==> config.mk <==
export PLATFORM = sky130hd
export DESIGN_NAME = process_queue_manager
export DESIGN_NICKNAME = d
export VERILOG_FILES = /design/src/hdl/pqm_pkg.sv /design/src/hdl/pqm_cell.sv /design/src/hdl/pqm_row.sv /design/src/hdl/process_queue_manager.sv
export SDC_FILE = /design/constraint.sdc
export NUM_CORES = 2
export LEC_CHECK = 0
export BUFFER_PORTS_ARGS = -buffer_cell sky130_fd_sc_hd__buf_2
export CAP_MARGIN = 20
export CORE_ASPECT_RATIO = 0.6
export CORE_MARGIN = 2
export CORE_UTILIZATION = 65
export CTS_BUF_LIST = sky130_fd_sc_hd__clkbuf_8
export DETAILED_ROUTE_END_ITERATION = 10
export PLACE_DENSITY_LB_ADDON = 0.05
export SYNTH_ARGS = -nofsm -noshare
export SYNTH_HDL_FRONTEND = slang
export SYNTH_SLANG_ARGS = --single-unit
==> constraint.sdc <==
create_clock -name clk -period 13.85 [get_ports clk]
set_input_delay 0 -clock clk [delete_from_list [all_inputs] [get_ports clk]]
set_output_delay 0 -clock clk [all_outputs]
set_load 0.02 [all_outputs]
==> src/hdl/pqm_pkg.sv <==
// Shared types, constants and helpers of the process queue manager.
// Used by pqm_cell, pqm_row and process_queue_manager; no dependencies.
`default_nettype none

package pqm_pkg;

  localparam int QUEUE_DEPTH = 16;
  localparam int ID_WIDTH    = 8;
  localparam int NUM_QUEUES  = 4;
  localparam int PRI_W       = 4;
  localparam int PID_PORT_W  = 8;
  localparam int POS_W       = (QUEUE_DEPTH > 1) ? $clog2(QUEUE_DEPTH) : 1;
  localparam int CNT_W       = $clog2(QUEUE_DEPTH + 1);

  localparam logic [PRI_W-1:0] MAX_PRIORITY = PRI_W'(9);

  typedef enum logic [1:0] {
    FUNC_INSERT = 2'd0,
    FUNC_REMOVE = 2'd1,
    FUNC_FIND   = 2'd2,
    FUNC_SETPRI = 2'd3
  } func_t;

  typedef enum logic [1:0] {
    ST_OK        = 2'd0,
    ST_NOT_FOUND = 2'd1,
    ST_BAD_PRI   = 2'd2,
    ST_FULL_DUP  = 2'd3
  } status_t;

  typedef enum logic [1:0] {
    ROW_NOP    = 2'd0,
    ROW_INSERT = 2'd1,
    ROW_REMOVE = 2'd2,
    ROW_WRITE  = 2'd3
  } row_op_t;

  typedef enum logic [1:0] {
    CELL_HOLD  = 2'd0,
    CELL_LOAD  = 2'd1,
    CELL_LEFT  = 2'd2,
    CELL_RIGHT = 2'd3
  } cell_cmd_t;

  typedef struct packed {
    logic [PRI_W-1:0]    pri;
    logic [ID_WIDTH-1:0] id;
  } entry_t;

  // Per-queue status seen by the controller.
  typedef struct packed {
    logic              hit;
    logic [POS_W-1:0]  hit_pos;
    logic [PRI_W-1:0]  hit_pri;
    logic              full;
    logic [POS_W-1:0]  ins_pos;
    logic [CNT_W-1:0]  cnt;
  } row_stat_t;

  function automatic logic [3:0] pos4(input logic [POS_W-1:0] p);
    logic [POS_W+3:0] e;
    e = {4'b0, p};
    return e[3:0];
  endfunction

  function automatic logic [ID_WIDTH-1:0] to_id(input logic [PID_PORT_W-1:0] v);
    logic [ID_WIDTH+PID_PORT_W-1:0] e;
    e = {{ID_WIDTH{1'b0}}, v};
    return e[ID_WIDTH-1:0];
  endfunction

endpackage

`default_nettype wire

==> src/hdl/pqm_cell.sv <==
// One queue slot: holds an entry, compares it against the search key and
// takes data from itself, a neighbor or the new entry. Uses pqm_pkg.
`default_nettype none

module pqm_cell (
  input  wire logic                          clk,
  input  wire pqm_pkg::cell_cmd_t            cmd,
  input  wire pqm_pkg::entry_t               left,
  input  wire pqm_pkg::entry_t               right,
  input  wire pqm_pkg::entry_t               load_val,
  input  wire logic [pqm_pkg::ID_WIDTH-1:0]  key_id,
  input  wire logic [pqm_pkg::PRI_W-1:0]     key_pri,
  output pqm_pkg::entry_t                    ent,
  output logic                               match,
  output logic                               greater
);
  import pqm_pkg::*;

  always_ff @(posedge clk) begin
    case (cmd)
      CELL_LOAD:  ent <= load_val;
      CELL_LEFT:  ent <= left;
      CELL_RIGHT: ent <= right;
      default:    ent <= ent;
    endcase
  end

  assign match   = (ent.id == key_id);
  assign greater = (ent.pri > key_pri);

endmodule

`default_nettype wire

==> src/hdl/pqm_row.sv <==
// One bounded queue: a row of pqm_cell slots plus its fill count.
// Insert shifts the tail right, remove shifts it left. Uses pqm_pkg, pqm_cell.
`default_nettype none

module pqm_row (
  input  wire logic                          clk,
  input  wire logic                          rst,
  input  wire logic                          sorted,
  input  wire pqm_pkg::row_op_t              op,
  input  wire logic [pqm_pkg::POS_W-1:0]     pos,
  input  wire logic [pqm_pkg::ID_WIDTH-1:0]  key_id,
  input  wire logic [pqm_pkg::PRI_W-1:0]     key_pri,
  output pqm_pkg::row_stat_t                 stat
);
  import pqm_pkg::*;

  entry_t           ent     [QUEUE_DEPTH];
  logic             match   [QUEUE_DEPTH];
  logic             greater [QUEUE_DEPTH];
  logic             vld     [QUEUE_DEPTH];
  logic [CNT_W-1:0] cnt;
  logic [POS_W-1:0] ins_pos;
  entry_t           new_ent;

  assign new_ent = '{pri: key_pri, id: key_id};

  for (genvar i = 0; i < QUEUE_DEPTH; i++) begin : g_cell
    localparam logic [POS_W-1:0] IDX = POS_W'(i);
    cell_cmd_t cmd;
    entry_t    left;
    entry_t    right;

    if (i == 0) begin : g_first
      assign left = new_ent;
    end else begin : g_mid_l
      assign left = ent[i-1];
    end
    if (i == QUEUE_DEPTH - 1) begin : g_last
      assign right = ent[i];
    end else begin : g_mid_r
      assign right = ent[i+1];
    end

    assign vld[i] = (CNT_W'(i) < cnt);

    always_comb begin
      cmd = CELL_HOLD;
      case (op)
        ROW_INSERT: begin
          if (IDX == ins_pos) cmd = CELL_LOAD;
          else if (IDX > ins_pos) cmd = CELL_LEFT;
        end
        ROW_REMOVE: begin
          if (IDX >= pos) cmd = CELL_RIGHT;
        end
        ROW_WRITE: begin
          if (IDX == pos) cmd = CELL_LOAD;
        end
        default: ;
      endcase
    end

    pqm_cell u_cell (
      .clk      (clk),
      .cmd      (cmd),
      .left     (left),
      .right    (right),
      .load_val (new_ent),
      .key_id   (key_id),
      .key_pri  (key_pri),
      .ent      (ent[i]),
      .match    (match[i]),
      .greater  (greater[i])
    );
  end

  // Front-most match, and insert position: first occupied slot ranking after the key (sorted rows), else the tail.
  always_comb begin
    stat.hit     = 1'b0;
    stat.hit_pos = '0;
    stat.hit_pri = '0;
    ins_pos      = cnt[POS_W-1:0];
    for (int i = QUEUE_DEPTH - 1; i >= 0; i--) begin
      if (vld[i] && match[i]) begin
        stat.hit     = 1'b1;
        stat.hit_pos = POS_W'(i);
        stat.hit_pri = ent[i].pri;
      end
      if (sorted && vld[i] && greater[i]) ins_pos = POS_W'(i);
    end
    stat.full    = (cnt == CNT_W'(QUEUE_DEPTH));
    stat.ins_pos = ins_pos;
    stat.cnt     = cnt;
  end

  always_ff @(posedge clk) begin
    if (rst) begin
      cnt <= '0;
    end else begin
      case (op)
        ROW_INSERT: cnt <= cnt + CNT_W'(1);
        ROW_REMOVE: cnt <= cnt - CNT_W'(1);
        default:    cnt <= cnt;
      endcase
    end
  end

endmodule

`default_nettype wire

==> src/hdl/process_queue_manager.sv <==
// Process queue manager top level: four pqm_row queues and the controller.
// Depends on pqm_pkg, pqm_row (and through it pqm_cell).
//
// Usage:
//   Request channel (req_valid / req_stall): one operation per transaction,
//   fields func, process_id, priority_req, is_blocked, is_suspended.
//   Response channel (rsp_valid / rsp_stall): exactly one result per
//   request, fields status, queue_index, found_priority, position.
//   The request is registered on acceptance; the result is registered in
//   the search state, and a set priority on a ready-queue entry adds a
//   place state (remove pass, then re-insert pass through the same cell row).
//   A new request is taken only once the previous one is done. All slots
//   of all queues compare against the key combinationally in the search
//   state; the shift of one row happens there (the re-insert in the place state).
//   req_stall is high while a request is in progress. The result sits in
//   an output register, so a stalled response does not hold off the next
//   request; only the search state of that next request waits for it.
//   Reset (rst, synchronous) empties all four queues; slot contents are
//   left as they are and never read before being written.
`default_nettype none

module process_queue_manager (
  input  wire logic       clk,
  input  wire logic       rst,
  input  wire logic       req_valid,
  output logic            req_stall,
  input  wire logic [1:0] func,
  input  wire logic [7:0] process_id,
  input  wire logic [3:0] priority_req,
  input  wire logic       is_blocked,
  input  wire logic       is_suspended,
  output logic            rsp_valid,
  input  wire logic       rsp_stall,
  output logic [1:0]      status,
  output logic [1:0]      queue_index,
  output logic [3:0]      found_priority,
  output logic [3:0]      position
);
  import pqm_pkg::*;

  typedef enum logic [1:0] {
    S_IDLE,
    S_SEARCH,
    S_PLACE
  } state_t;

  state_t              state, state_next;
  func_t               func_r;
  logic [ID_WIDTH-1:0] id_r;
  logic [PRI_W-1:0]    pri_r;
  logic [1:0]          tq;
  logic [1:0]          q_r, q_next;

  row_op_t             row_op   [NUM_QUEUES];
  row_stat_t           rstat    [NUM_QUEUES];
  logic [POS_W-1:0]    op_pos;

  logic                hit_any;
  logic [1:0]          hq;
  logic [POS_W-1:0]    hpos;
  logic [PRI_W-1:0]    hpri;

  logic                rsp_free;
  logic                emit;
  status_t             st_next;
  logic [1:0]          qi_next;
  logic [3:0]          fp_next;
  logic [3:0]          ps_next;

  assign req_stall = (state != S_IDLE);
  assign rsp_free  = !rsp_valid || !rsp_stall;

  for (genvar q = 0; q < NUM_QUEUES; q++) begin : g_row
    pqm_row u_row (
      .clk     (clk),
      .rst     (rst),
      .sorted  ((q % 2) == 0),
      .op      (row_op[q]),
      .pos     (op_pos),
      .key_id  (id_r),
      .key_pri (pri_r),
      .stat    (rstat[q])
    );
  end

  // First hit in queue order 0..3
  always_comb begin
    hit_any = 1'b0;
    hq      = '0;
    hpos    = '0;
    hpri    = '0;
    for (int q = NUM_QUEUES - 1; q >= 0; q--) begin
      if (rstat[q].hit) begin
        hit_any = 1'b1;
        hq      = 2'(q);
        hpos    = rstat[q].hit_pos;
        hpri    = rstat[q].hit_pri;
      end
    end
  end

  always_comb begin
    for (int q = 0; q < NUM_QUEUES; q++) row_op[q] = ROW_NOP;
    op_pos     = hpos;
    state_next = state;
    q_next     = q_r;
    emit       = 1'b0;
    st_next    = ST_OK;
    qi_next    = '0;
    fp_next    = '0;
    ps_next    = '0;
    case (state)
      S_IDLE: begin
        if (req_valid) state_next = S_SEARCH;
      end
      S_SEARCH: begin
        if (rsp_free) begin
          emit       = 1'b1;
          state_next = S_IDLE;
          if (func_r == FUNC_INSERT) begin
            if (hit_any) begin
              st_next = ST_FULL_DUP;
              qi_next = hq;
              fp_next = hpri;
              ps_next = pos4(hpos);
            end else if (rstat[tq].full) begin
              st_next = ST_FULL_DUP;
              qi_next = tq;
              fp_next = pri_r;
            end else begin
              row_op[tq] = ROW_INSERT;
              qi_next    = tq;
              fp_next    = pri_r;
              ps_next    = pos4(rstat[tq].ins_pos);
            end
          end else if (!hit_any) begin
            st_next = ST_NOT_FOUND;
          end else begin
            qi_next = hq;
            fp_next = hpri;
            ps_next = pos4(hpos);
            case (func_r)
              FUNC_REMOVE: row_op[hq] = ROW_REMOVE;
              FUNC_SETPRI: begin
                if (pri_r > MAX_PRIORITY) begin
                  st_next = ST_BAD_PRI;
                end else if (!hq[0]) begin
                  // ready queue: pull out now, re-insert in sorted place next
                  row_op[hq] = ROW_REMOVE;
                  q_next     = hq;
                  emit       = 1'b0;
                  state_next = S_PLACE;
                end else begin
                  row_op[hq] = ROW_WRITE;
                  fp_next    = pri_r;
                end
              end
              default: ;
            endcase
          end
        end
      end
      S_PLACE: begin
        if (rsp_free) begin
          row_op[q_r] = ROW_INSERT;
          emit        = 1'b1;
          qi_next     = q_r;
          fp_next     = pri_r;
          ps_next     = pos4(rstat[q_r].ins_pos);
          state_next  = S_IDLE;
        end
      end
      default: state_next = S_IDLE;
    endcase
  end

  always_ff @(posedge clk) begin
    if (rst) begin
      state     <= S_IDLE;
      rsp_valid <= 1'b0;
    end else begin
      state <= state_next;
      q_r   <= q_next;
      if (state == S_IDLE && req_valid) begin
        func_r <= func_t'(func);
        id_r   <= to_id(process_id);
        pri_r  <= priority_req;
        tq     <= {is_suspended, is_blocked};
      end
      if (emit) begin
        rsp_valid      <= 1'b1;
        status         <= st_next;
        queue_index    <= qi_next;
        found_priority <= fp_next;
        position       <= ps_next;
      end else if (!rsp_stall) begin
        rsp_valid <= 1'b0;
      end
    end
  end

`ifndef SYNTHESIS
  logic [NUM_QUEUES-1:0] row_busy;
  always_comb begin
    for (int q = 0; q < NUM_QUEUES; q++) row_busy[q] = (row_op[q] != ROW_NOP);
  end

  a_one_row_op: assert property (@(posedge clk) disable iff (rst)
    $onehot0(row_busy))
    else $error("more than one queue modified in a cycle");

  a_cnt_bound: assert property (@(posedge clk) disable iff (rst)
    rstat[0].cnt <= CNT_W'(QUEUE_DEPTH) && rstat[1].cnt <= CNT_W'(QUEUE_DEPTH) &&
    rstat[2].cnt <= CNT_W'(QUEUE_DEPTH) && rstat[3].cnt <= CNT_W'(QUEUE_DEPTH))
    else $error("queue count above depth");

  a_place_room: assert property (@(posedge clk) disable iff (rst)
    state == S_PLACE |-> !rstat[q_r].full)
    else $error("re-insert into a full queue");

  a_take_search: assert property (@(posedge clk) disable iff (rst)
    req_valid && !req_stall |=> state == S_SEARCH)
    else $error("accepted request not searched");
`endif

endmodule

`default_nettype wire

# After elaboration in Yosys (flattened, before gate mapping)
# Index checks and enable logic that the tools add are counted.
dict set report classes {
  add_sub_neg 8
  n_lt_le_gt_ge 183
  eq_ne 351
  mux 473
  bitwise_logic 7
  reduce_logical 188
}
# op count
set op_table {}
lappend op_table {{$pmux W12 S3} 56}
lappend op_table {{$mux W9} 66}
lappend op_table {{$eq A8 B8 Y1} 64}
lappend op_table {{$pmux W2 S3} 65}
lappend op_table {{$mux W2} 170}
lappend op_table {{$eq A2 B2 Y1 const B} 134}
lappend op_table {{$mux W4} 54}
lappend op_table {{$pmux W12 S2} 8}
lappend op_table {{$reduce_bool A3 Y1} 56}
lappend op_table {{$eq A4 B4 Y1 const A} 40}
lappend op_table {{$lt A4 B5 Y1 const A} 32}
lappend op_table {{$eq A2 B1 Y1 const B} 70}
lappend op_table {{$gt A4 B4 Y1} 32}
lappend op_table {{$gt A4 B4 Y1 const A} 32}
lappend op_table {{$logic_and A1 B1 Y1} 100}
lappend op_table {{$eq A3 B4 Y1 const A} 20}
lappend op_table {{$lt A3 B5 Y1 const A} 16}
lappend op_table {{$bmux W19 S2} 2}
lappend op_table {{$gt A3 B4 Y1 const A} 16}
lappend op_table {{$eq A2 B4 Y1 const A} 10}
lappend op_table {{$lt A1 B5 Y1 const A} 8}
lappend op_table {{$lt A2 B5 Y1 const A} 8}
lappend op_table {{$pmux W5 S2} 4}
lappend op_table {{$ge A4 B4 Y1 const A} 8}
lappend op_table {{34 further kinds} 139}
dict set report word_totals {
  ff_bits 820
  inputBits 20
  out_inout_bits 14
  wordCells 1353
}

# Logic depth before layout (Yosys ltp)
dict set report depth {
  ltp_word 39
  mapped_depth 27
  mapped_depth_nobuf 21
}

# Hierarchy
# A second synthesis with hierarchy kept.
dict set report hier_totals {
  cells_unflattened 6878
  hier_area_um2 65053.6
}
# mod instances cells_per_inst area_each_um2 seq_area_each_um2
set by_module_without_submodules {}
lappend by_module_without_submodules {pqm_cell 64 78 822.0 360.3}
lappend by_module_without_submodules {{pqm_row at g_row[0].u_row ...} 3 431 2643.8 100.1}
lappend by_module_without_submodules {{pqm_row at g_row[3].u_row} 1 430 2658.8 100.1}
lappend by_module_without_submodules {process_queue_manager 1 163 1853.0 930.9}

# Worst setup path after synthesis
# Ideal clock, no wire load.
dict set report synth_timing {
  path_kind {reg-to-reg}
  from {register id_r[0]}
  to {register, netlist name g_row[2].u_row.g_cell[1].u_cell.ent[0]}
  setup_ns 0.398
  arrival_ns 5.915
  required_time_ns 13.452
  path_slack_ns 7.538
  path_stages_with_launch 22
  path_buffers 4
  synth_period_minus_slack_ns 6.312
  path_cell_list {edfxtp_1 -> buf_6 -> xor2_1 -> nor2_1 -> and4_4 -> or4_1 -> clkbuf_1 -> nor4_1 -> nand3_1 -> nor2_1 -> nand2_1 -> nor2_1 -> nand2_1 -> o31ai_1 -> ha_1 -> clkbuf_1 -> inv_1 -> a21oi_1 -> a21oi_1 -> o31a_1 -> buf_2 -> o21ai_0}
}
dict set report synth_between {
  elab_chain_cells 38
  elab_cells_between_ends 230
  cone_classes {3 x order compare; 71 x eq/ne; 89 x mux; 1 x bitwise; 66 x reduce/logical}
}
# element line_no
set synth_rtl {}
lappend synth_rtl {{start: declaration} process_queue_manager.sv:49} ;# logic [ID_WIDTH-1:0] id_r;
lappend synth_rtl {{start signal: assignment} process_queue_manager.sv:186} ;# id_r <= to_id(process_id);
lappend synth_rtl {{$eq A8 B8 Y1} pqm_cell.sv:28} ;# assign match = (ent.id == key_id);
lappend synth_rtl {{$logic_and A1 B1 Y1} pqm_row.sv:84} ;# if (vld[i] && match[i]) begin
lappend synth_rtl {{$mux W9 (16 in series)} pqm_row.sv:84}
lappend synth_rtl {{$mux W2 (4 in series)} process_queue_manager.sv:93} ;# if (rstat[q].hit) begin
lappend synth_rtl {{$not A2 Y3 (not written as such)} {process_queue_manager.sv:143, process_queue_manager.sv:149, process_queue_manager.sv:154}}
lappend synth_rtl {{$ge A3 B3 Y1 (not written as such) / $lt A3 B1 Y1 (equally long branches)} {process_queue_manager.sv:143, process_queue_manager.sv:149, process_queue_manager.sv:154}}
lappend synth_rtl {{$logic_and A1 B1 Y1 (not written as such)} {process_queue_manager.sv:143, process_queue_manager.sv:149, process_queue_manager.sv:154}}
lappend synth_rtl {{$mux W2 (not written as such)} {process_queue_manager.sv:143, process_queue_manager.sv:149, process_queue_manager.sv:154}}
lappend synth_rtl {{(+4 left out)} -}
lappend synth_rtl {{$mux W8} process_queue_manager.sv:136} ;# end else if (!hit_any) begin
lappend synth_rtl {{$mux W8} process_queue_manager.sv:120} ;# if (func_r == FUNC_INSERT) begin
lappend synth_rtl {{$mux W8} process_queue_manager.sv:117} ;# if (rsp_free) begin
lappend synth_rtl {{$pmux W8 S2} process_queue_manager.sv:112} ;# case (state)
lappend synth_rtl {{$eq A2 B2 Y1 / $eq A2 B1 Y1 (equally long branches)} pqm_row.sv:48} ;# case (op)
lappend synth_rtl {{$pmux W2 S3 (*)} pqm_row.sv:48}
lappend synth_rtl {{$eq A2 B2 Y1 / $eq A2 B1 Y1 (equally long branches)} pqm_cell.sv:20} ;# case (cmd)
lappend synth_rtl {{$reduce_bool A3 Y1 (no line) (*)} -}
# Every way passes the cells marked *; elsewhere a longest branch is shown, timed or not.
# A chain may end at the register's enable or synchronous reset.

# Final worst setup path
dict set report layout_timing {
  from {register id_r[5]}
  to {register, netlist name g_row[2].u_row.g_cell[5].u_cell.ent[0]}
}
dict set report layout_between {
  elab_chain_cells 38
  elab_cells_between_ends 230
  cone_classes {3 x order compare; 71 x eq/ne; 89 x mux; 1 x bitwise; 66 x reduce/logical}
}
# element line_no
set layout_rtl {}
lappend layout_rtl {{$eq A8 B8 Y1} pqm_cell.sv:28}
lappend layout_rtl {{$logic_and A1 B1 Y1} pqm_row.sv:84}
lappend layout_rtl {{$mux W9 (16 in series)} pqm_row.sv:84}
lappend layout_rtl {{$mux W2 (4 in series)} process_queue_manager.sv:93}
lappend layout_rtl {{$not A2 Y3 (not written as such)} {process_queue_manager.sv:143, process_queue_manager.sv:149, process_queue_manager.sv:154}}
lappend layout_rtl {{$ge A3 B3 Y1 (not written as such) / $lt A3 B1 Y1 (equally long branches)} {process_queue_manager.sv:143, process_queue_manager.sv:149, process_queue_manager.sv:154}}
lappend layout_rtl {{$logic_and A1 B1 Y1 (not written as such)} {process_queue_manager.sv:143, process_queue_manager.sv:149, process_queue_manager.sv:154}}
lappend layout_rtl {{$mux W2 (not written as such)} {process_queue_manager.sv:143, process_queue_manager.sv:149, process_queue_manager.sv:154}}
lappend layout_rtl {{(+4 left out)} -}
lappend layout_rtl {{$mux W8} process_queue_manager.sv:136}
lappend layout_rtl {{$mux W8} process_queue_manager.sv:120}
lappend layout_rtl {{$mux W8} process_queue_manager.sv:117}
lappend layout_rtl {{$pmux W8 S2} process_queue_manager.sv:112}
lappend layout_rtl {{$eq A2 B2 Y1 / $eq A2 B1 Y1 (equally long branches)} pqm_row.sv:48}
lappend layout_rtl {{$pmux W2 S3 (*)} pqm_row.sv:48}
lappend layout_rtl {{$eq A2 B2 Y1 / $eq A2 B1 Y1 (equally long branches)} pqm_cell.sv:20}
lappend layout_rtl {{$reduce_bool A3 Y1 (no line) (*)} -}
# Marked as above.

==> PnR_summary.wiki <==
{| class="wikitable"
! Metric !! Value
|-
| Outcome || finished clean
|-
| Proportion of power drawn by flip-flops and latches || 53.9%
|-
| Data required time at the worst endpoint || 14.31 ns
|-
| Cell taking the most area after synthesis || edfxtp_1
|-
| Async set or reset register ratio after synthesis || 0%
|-
| Largest cells by area after synthesis || edfxtp_1 40%, mux2i_1 7.3%, xnor2_1 4.4%, o21ai_0 3.9%, mux2_2 3.7%
|-
| Number of warning messages in the yosys log || 0
|-
| Unique cell type count in the Yosys netlist || 111
|-
| Clock sink count || 820
|-
| Maximum fanout along the worst path || 44
|-
| Worst hold path stage count || 2
|-
| Cell class contributing the biggest share of worst-path delay || simple AND/OR/NAND/NOR gates
|-
| Internal cell power || 3752 µW
|-
| Share of synthesized area occupied by flip-flops and latches || 40.67%
|-
| Number of antenna violations at the first check in global routing || 13
|-
| Number of buffer and inverter instances along the worst setup path || 3
|-
| Number of resized instances in the post-cts repair step || 0
|-
| Fillers || 7145
|-
| Cell with the most instances after synthesis || edfxtp_1
|-
| Ordered list of cells on the worst path || buf_4 > buf_4 > xor2_1 > nor4_1 > and4_1 > nor4_2 > nand4_1 > nand2b_1 > nor2_1 > nand2_1 > nor2_1 > nand2_1 > o31ai_1 > ha_1 > inv_1 > a21oi_1 > o2111ai_1 > a21oi_1 > nor3_1 > nor2_1
|-
| Worst reg-to-reg setup slack || 4.77 ns
|-
| Fraction of the core area covered by cells at the end of the flow || 69.44%
|-
| Count of flip-flops with a built-in enable after synthesis || 797
|-
| Hold endpoint || id_r[6]$_DFFE_PP_
|-
| Cts bufs inserted || 132
|-
| CP peak stage delay || 0.88 ns
|-
| Flops & latches, synth || 820
|-
| Remaining global-route overflow || 0
|-
| Insertion delay to the later sink of the worst-skew pair || 0.87 ns
|-
| Start-to-end type of the worst setup path || reg2reg
|-
| Vias in the first global route || 49200
|-
| Sw Pwr || 1290 µW
|-
| Data arrival time of the critical path || 9.54 ns
|-
| Residual DRC || 0
|-
| Average wire per standard cell || 29.48 µm
|-
| Area growth from synthesis to final layout || 6.003%
|-
| Clock Skew || 0.04000 ns
|-
| Final Hold Viols || 0
|-
| Time the worst path needs with I/O delays and setup || 9.082 ns
|-
| Drt via density || 7.319
|-
| Crit path launch type || register
|-
| Overall die height || 239.3 µm
|-
| Max VDD drop || 0.08407 mV
|-
| Post-synthesis instance area || 59990 µm²
|-
| Worst setup EP type || register
|-
| Hold path startpoint || process_id[6]
|-
| Final RePlAce weighted congestion || 1.058
|-
| Depth of the worst register-to-register path || 20
|-
| Setup repair after global routing missed its margin || no
|-
| Number of detailed-routing iterations run before antenna repair || 8
|-
| DP HPWL || 158900 µm
|-
| Cell leakage power || 0.02184 µW
|-
| Switching Share || 25.58%
|-
| Antenna violation net count after detailed routing || 0
|-
| Aggregate negative setup slack || 0 ns
|-
| Transition at the pin with the smallest max-transition slack || 1.450 ns
|-
| Post-route fraction of the period consumed by the critical path || 65.57%
|-
| Placeable core region || 91570 µm²
|-
| Total Die Area || 94810 µm²
|-
| Share of cells above drive strength 1 || 11.70%
|-
| Overall Global Routing Usage || 45.37%
|-
| First-iteration detailed-routing DRC count || 10220
|-
| Number of buffers inserted by port buffering || 33
|-
| Number of levels in the clock H-tree || 4
|-
| Clock tree from TritonCTS || yes
|-
| Worst-case headroom to the max-slew limit || 3.301%
|-
| First-pass GRT wire length || 325400 µm
|-
| Cell Rows || 86
|-
| Portion of synthesized cell area occupied by the leading cell type || 39.90%
|-
| Net count after synthesis || 6431
|-
| Destination of the worst register-to-register timing path || g_row[2].u_row.g_cell[5].u_cell.ent[0]$_DFFE_PP_
|-
| Clock slew at the register clock pins of the worst setup and hold paths || 0.07 ns
|-
| Most prevalent standard cell on the critical path || nor2_1
|-
| Total via count in the routed design || 54710
|-
| Start of the worst register-to-register path || id_r[5]$_DFFE_PP_
|-
| Final count of negative-setup-slack endpoints || 0
|-
| Die W || 396.2 µm
|-
| Slew Viols, Final || 0
|-
| Max frequency || 0.1101 GHz
|-
| Clock network fraction of total power || 40.2%
|-
| I/O pin cnt || 34
|-
| Starting utilization of the core area || 65.51%
|-
| Overall routed net length || 220400 µm
|-
| Ratio of total power to cell area || 79.29 nW/µm²
|-
| Largest net degree at the start of global routing || 89
|-
| Post-Synthesis Cells || 6246
|-
| Bufs on Longest Clock Path || 3
|-
| Cell at the root of the clock tree || clkbuf_8
|-
| Max-cap violations || 0
|-
| Max stage delay cell, worst path || nor2_1
|-
| Mean post-synth cell area || 9.604 µm²
|-
| Worst hold-check path type || in2reg
|-
| Commonest cells post-synth || 797 x edfxtp_1, 593 x nor2_1, 472 x o21ai_0
|-
| Combinational fraction of design power || 5.9%
|-
| Post-synth top flop || edfxtp_1
|-
| Number of nets in the finished design || 6331
|}
==> power by group through the flow <==
stage          Sequential, µW  Clock, µW  Combinational, µW
2_1_floorplan            2770          0                211
3_3_place_gp             2770          0                266
3_5_place_dp             2770          0                277
4_1_cts                  2720       2010                287
5_1_grt                  2720       2110                320
6_report                 2720       2030                298
==> worst max path at each step <==
| stage | from | end | slack, ns | depth (start not counted) |
|---|---|---|---|---|
| 3_3_place_gp | id_r[1]$_DFFE_PP_ | g_row[2].u_row.g_cell[6].u_cell.ent[1]$_DFFE_PP_ | 5.10 | 21 |
| 4_1_cts | id_r[5]$_DFFE_PP_ | g_row[2].u_row.g_cell[6].u_cell.ent[1]$_DFFE_PP_ | 5.17 | 21 |
| 6_report | id_r[5]$_DFFE_PP_ | g_row[2].u_row.g_cell[5].u_cell.ent[0]$_DFFE_PP_ | 4.77 | 20 |
| 2_1_floorplan | id_r[0]$_DFFE_PP_ | g_row[2].u_row.g_cell[1].u_cell.ent[0]$_DFFE_PP_ | 7.54 | 21 |
| 5_1_grt | id_r[5]$_DFFE_PP_ | g_row[2].u_row.g_cell[5].u_cell.ent[0]$_DFFE_PP_ | 4.30 | 20 |
| 3_5_place_dp | id_r[5]$_DFFE_PP_ | g_row[2].u_row.g_cell[6].u_cell.ent[1]$_DFFE_PP_ | 5.21 | 21 |
==> layout make-up <==
class / instances / area [µm²] / share of cell area, %
timing repair buffer: 272 / 2107 / 3.314
inverter: 108 / 405.4 / 0.6375
antenna: 6 / 15.01 / 0.02361
tap: 1232 / 1541 / 2.424
clock buffer: 136 / 1872 / 2.944
multi-input combinational: 4812 / 32830 / 51.63
sequential: 820 / 24390 / 38.36
clock inverter: 90 / 421.7 / 0.6631
==> per-stage QoR <==
step                instances  instance area (µm²)  hold WS, ns  setup WS [ns]  total power, µW
floorplan                6246                59990      0.09887          7.538             2979
global placement         7192                60760       0.1767          5.104             3036
detailed placement       7196                60790       0.1787          5.207             3047
CTS                      7458                63440     0.006087          5.170             5012
global route             7472                63580      0.06230          4.303             5150
finish                   7476                63590      0.08099          4.768             5042
==> kinds of logic after synthesis <==
logic type	after synthesis	share of synthesized area, %
compound gates	1662	17.27
simple gates	1797	14.50
xor+xnor	526	7.680
mux	662	11.58
buf+inv	614	4.870
fa+ha+maj	165	3.442
flops	820	40.67
==> per-layer routing <==
metal,track usage [%],routed length [µm]
met2,56.48,81480
met5,0.1531,196
met3,15.51,40330
met1,71.71,91280
met4,13.98,7073
==> repair_timing <==
action | 4_1_cts | 5_1_grt
hold buffers | 36 | 0
endpoints found under the hold margin | 57 | 0
buffers inserted | 0 | 0
==> layout by cell type, fill, tap and decap left out, types with 45 or more instances in the layout <==
cell and count:
o211ai_1 55, nand4_1 114, nor2b_1 45, xor2_1 224
a21oi_1 416, edfxtp_1 797, ha_1 165, nor2_1 592
mux2i_1 435, clkbuf_8 137, o21ai_0 471, mux2_2 199
a31oi_1 266, nor3_1 89, inv_1 152, buf_4 190
xnor2_1 302, nor4_1 62, nand2_1 370, nand3_1 272
o21ai_1 45, or3_1 52
==> state kept, by name, summed over array words and instances, names as in the netlist <==
register	flops
g_row.u_row.g_cell.u_cell.ent	768
tq	2
pri_r	4
position	4
func_r	2
id_r	8
found_priority	4
q_r	1
state	2
status	2
queue_index	2
g_row.u_row.cnt	20
rsp_valid	1
==> worst reg2reg max path: cells and delay by family, from the launching register on <==
family          cells  cell delay (ns)
xor+xnor            1             0.31
fa+ha+maj           1             0.47
compound gates      4             2.07
flops               1             0.84
buf+inv             3             1.37
simple gates       11             3.60
No activity file was read; power rests on OpenSTA's default activity.
